**src/hdl/assert_macros.svh**
```systemverilog
// Assertion helpers shared by the RTL.
`ifndef ASSERT_MACROS_SVH
`define ASSERT_MACROS_SVH

// Concurrent check on a clock, disabled while reset is held.
`define ASSERT_CLK(label, clk, rst_n, prop, msg) \
  label: assert property (@(posedge clk) disable iff (!rst_n) (prop)) \
    else $error(msg);

// Default clock and reset names of this project.
`define ASSERT_STD(label, prop, msg) \
  `ASSERT_CLK(label, clk_i, rst_ni, prop, msg)

`endif

```
**src/hdl/msdrs_ram.sv**
```systemverilog
// ----------------------------------------------------------------------------
// msdrs_ram
// Generic single-write, single-read RAM with a registered read port.
// ----------------------------------------------------------------------------
module msdrs_ram #(
  parameter int unsigned Width = 8,
  parameter int unsigned Depth = 64
) (
  input  logic                     clk_i,
  input  logic                     we_i,
  input  logic [$clog2(Depth)-1:0] waddr_i,
  input  logic [Width-1:0]         wdata_i,
  input  logic [$clog2(Depth)-1:0] raddr_i,
  output logic [Width-1:0]         rdata_o
);

  logic [Width-1:0] mem_q [Depth];
  logic [Width-1:0] rdata_q;

  always_ff @(posedge clk_i) begin
    if (we_i) begin
      mem_q[waddr_i] <= wdata_i;
    end
    rdata_q <= mem_q[raddr_i];
  end

  assign rdata_o = rdata_q;

endmodule

```
**config.mk**
```make
export PLATFORM = sky130hd
export DESIGN_NAME = msdrs_ram
export DESIGN_NICKNAME = d
export VERILOG_FILES = /design/src/hdl/assert_macros.svh /design/src/hdl/msdrs_ram.sv
export SDC_FILE = /design/constraint.sdc
export NUM_CORES = 1
export LEC_CHECK = 0
export BUFFER_PORTS_ARGS = -buffer_cell sky130_fd_sc_hd__buf_2
export CAP_MARGIN = 20
export CORE_ASPECT_RATIO = 1.4
export CORE_MARGIN = 8
export CORE_UTILIZATION = 62
export DETAILED_ROUTE_END_ITERATION = 8
export PLACE_DENSITY = 0.79
export SYNTH_ARGS = -nofsm -noshare
export SYNTH_HDL_FRONTEND = slang
export SYNTH_SLANG_ARGS = --single-unit
```
**constraint.sdc**
```tcl
create_clock -name clk_i -period 3.17 [get_ports clk_i]
set_input_delay 0.951 -clock clk_i [delete_from_list [all_inputs] [get_ports clk_i]]
set_output_delay 0.951 -clock clk_i [all_outputs]
set_load 0.02 [all_outputs]
```
**After elaboration in Yosys (flattened, before gate mapping)**

Memories as Yosys holds them, arrays and structs flattened. A register that Yosys moved wholly into a read port is not among the register bits.
Index checks and enable logic that the tools add are counted.

- RAM bits: 512
- Output and inout port bits: 8
- Memories kept: 1
- Input port bits: 22
- Register bits after elaboration: 0
- Word-level logic and storage cells: 3

- Multiplexer cells: 2

Memories:

| name | words | width | rd ports | clocked after memory_dff | write ports | RTL line | source |
|---|---|---|---|---|---|---|---|
| mem_q | 64 | 8 | 1 | 1 | 1 | msdrs_ram.sv:17 | `logic [Width-1:0] mem_q [Depth];` |

Operators with widths:

| cell | count |
|---|---|
| 2-to-1 mux 1 bit | 2 |

**Logic depth before layout (Yosys ltp)**

- Depth after elaboration: 2
- Gate-level depth with buffers: 9
- Depth with buffers taken out: 5

**Least setup slack after synthesis**

No wires, ideal clock.

- Path type: input-to-reg
- Start point: input raddr_i[1]
- End point: register rdata_q[3] (netlist: rdata_o[3]), read port of mem_q
- Stages: 7
- Library setup time: 0.128 ns
- Path slack: 0.551 ns
- Required time: 3.042 ns
- Path buffers: 3
- Data arrival time: 2.491 ns
- Path through: buf_4 > buf_2 > buf_2 > mux4_2 > mux4_2 > o21ai_1 > o41ai_1

RTL lines:

| item | RTL line | source |
|---|---|---|
| start, declared | msdrs_ram.sv:13 | `input logic [$clog2(Depth)-1:0] raddr_i,` |
| end, declared | msdrs_ram.sv:18 | `logic [Width-1:0] rdata_q;` |

==> run metrics <==
status completed; Unique masters post-synth 40; HP Start mem_q[26][4]; # setup viols final 0; num rows roughly 80; DIE WIDTH around 170 um; number of synthesized flops with an enable pin about 510; CP Launch Type input port; maximum buffer depth of the clock tree 3; DRT iter0 DRCs around 1,000; Max IR drop VDD between 600 and 700 uV; HPWL after detailed placement 28.9 mm; layout cell share with drive strength beyond 1 between 30% and 40%; DR pass1 iterations 5; antenna fix cells 0; Worst Path Arrival ~2.9 ns; maxcap violations 0; GP Congestion ~0.85; share of synthesized registers carrying an async set or reset 0%; Detail Route Antenna Nets 0; finished layout cell area between 0.02 and 0.025 mm2; R2R cell count 5; Yosys reg bits 520; DIE AREA 0.0386 mm2; Slew HR approximately 34%; crit path buf inv count 3; reg2reg start mem_q[29][6]; Vias 10,000; largest net degree at the start of global routing 65; hold buffers post-CTS 0; critical path, cell by cell clkbuf_8, buf_12, mux4_2, nor2b_1, a2111oi_0, buf_4, o41ai_1; commonest non-fill, non-tap cell in the layout edfxtp_1; CP max stage delay around 0.52 ns; CP top delay family buffers and inverters; fin nets between 1,000 and 1,500; Worst-Margin Slew a little under 1 ns; worst hold-check path type register to register; unrepaired setup endpoints after global routing false; setup slack, reg-to-reg 1.20 ns; first-pass GRT wire length about 66 mm; Total Neg Setup Slack 0 ns; syn_area_per_cell ~21 um2; Final Power about 14 mW; number of global-route vias before repair 10,400; CP Class input port to register; CTS resizes 0; RR Endpoint rdata_o[6]; start point of the critical path raddr_i[0]; Die Y ~230 um; residual DRC count 0; sequential share of the synthesized area between 70 and 80%; Fmax achieved about 400 MHz; commonest cells after routing, fill and taps aside 512 x edfxtp_1, 126 x mux4_2, 112 x buf_4; WHS Endpoint rdata_o[4]; port bufs 29; Final Hold Viols 0; Placed Area ~0.021 mm2; critical path data required time approximately 3.6 ns; Sink Count 520; final worst-path cycle share approximately 80%; Worst Clk Skew 0.00850 ns; slowest cell on the critical path mux4_2; Area Overhead vs Synth 13.2%; wirelength, routed approximately 44 mm; most common flop cell mapped by yosys edfxtp_1; crit-path max FO 31; Skew-Pair Late Insertion Delay roughly 0.55 ns; CTS H-Tree Depth 2; CTS root buf clkbuf_16; Final Critical Period roughly 2.5 ns; Ys Warns 0; floorplan core area roughly 0.032 mm2; Initial Util about 63%; num ports 30; Filler cells around 1,800; Synth Cell Area approximately 0.02 mm2; Setup crit end kind register; post-layout util roughly 71%; Num CTS Buffers 45; Gate Count Post-Synth 940; TritonCTS clock tree built; Slew Limit Fails 0; number of vias per cell approximately 6.6; antenna violations before repair 0; GR Overflow Total 0; hold depth 3; Net Count, Synth 962; clock-pin slew on the worst setup and hold paths ~0.07 ns; P_leak approximately 7.4 nW; Post CTS Setup Buffer Count 0; power density of the placed cells ~600 mW/mm2; DR WL/cell between 20 and 30 um; Total GRT Usage approximately a quarter
==> synthesized netlist by cell type, drive strengths merged (3+ instances only) <==
| library cell | n | area share (%) |
|---|---|---|
| edfxtp | 512 | 76 |
| dfxtp | 8 | 0.79 |
| nand3 | 13 | 0.32 |
| nand2 | 19 | 0.35 |
| o221ai | 8 | 0.35 |
| o2bb2ai | 3 | 0.13 |
| nor2 | 83 | 1.5 |
| buf | 34 | 1.3 |
| mux2 | 13 | 0.73 |
| o21ai | 4 | 0.099 |
| a21oi | 3 | 0.074 |
| o2111ai | 3 | 0.13 |
| clkbuf | 17 | 0.32 |
| a22oi | 3 | 0.11 |
| nand2b | 7 | 0.22 |
| nor2b | 14 | 0.43 |
| o22ai | 8 | 0.25 |
| a221oi | 6 | 0.26 |
| nor3 | 7 | 0.17 |
| mux2i | 23 | 1.1 |
| a211oi | 4 | 0.15 |
| mux4 | 126 | 14 |
| nand3b | 3 | 0.11 |
==> layer usage <==
metal / track usage (%) / wire [um] / share of wire, %
met5: 0 / 0 / 0
met4: 9.34 / 1730 / 3.9
met3: 3.60 / 3100 / 7.0
met2: 41.0 / 23700 / 53
met1: 29.1 / 15900 / 36
==> registers in the layout, summed over array words and instances, names as in the netlist <==
signal / count
mem_q: 512
rdata_o: 8
==> final cells by class <==
| class | count | area [um2] | area share, % |
|---|---|---|---|
| Clock inverter | 23 | 236 | 1.04 |
| Multi-Input combinational cell | 369 | 4320 | 18.9 |
| Clock buffer | 54 | 1160 | 5.08 |
| Sequential cell | 520 | 15500 | 68.0 |
| Tap cell | 400 | 500 | 2.19 |
| Timing Repair Buffer | 144 | 1080 | 4.75 |
==> per-stage QoR <==
step | hold WS [ns] | instances | worst slack [ns]
after floorplan | 0.718 | 940 | 0.551
after global placement | 0.795 | 1433 | 0.112
after detailed placement | 0.792 | 1433 | 0.0870
after CTS | 0.806 | 1510 | 0.586
after global routing | 0.866 | 1510 | 0.519
final | 0.804 | 1510 | 0.642
==> worst min-delay path: cells and delay by family (launching register included) <==
kind            cells  cell delay (ns)
compound gates      1             0.19
flops               1             0.32
mux                 1             0.22
simple gates        1             0.04
==> logic make-up after synthesis <==
kind of cell	share of synthesized area, %
flip-flops	77.0
multiplexers	15.9
AND/OR/NAND/NOR	3.39
AO/OA/AOI/OAI	2.07
buffers and inverters	1.57
==> how the worst max path moves through the flow <==
stage	cells after the start	endpoint	slack, ns
3_5_place_dp	8	rdata_o[1]	0.09
3_3_place_gp	8	rdata_o[1]	0.11
4_1_cts	7	rdata_o[3]	0.59
5_1_grt	8	rdata_o[0]	0.52
2_1_floorplan	7	rdata_o[3]	0.55
6_report	7	rdata_o[3]	0.64
==> where the power goes <==
group	switching [mW]	total (mW)	leakage, nW	internal (mW)
clock	2.30	5.31	0.682	3.01
sequential	0.0308	7.64	4.67	7.61
combinational	0.443	0.738	2.02	0.295
total	2.77	13.7	7.37	10.9
No activity file was read; power rests on OpenSTA's default activity.
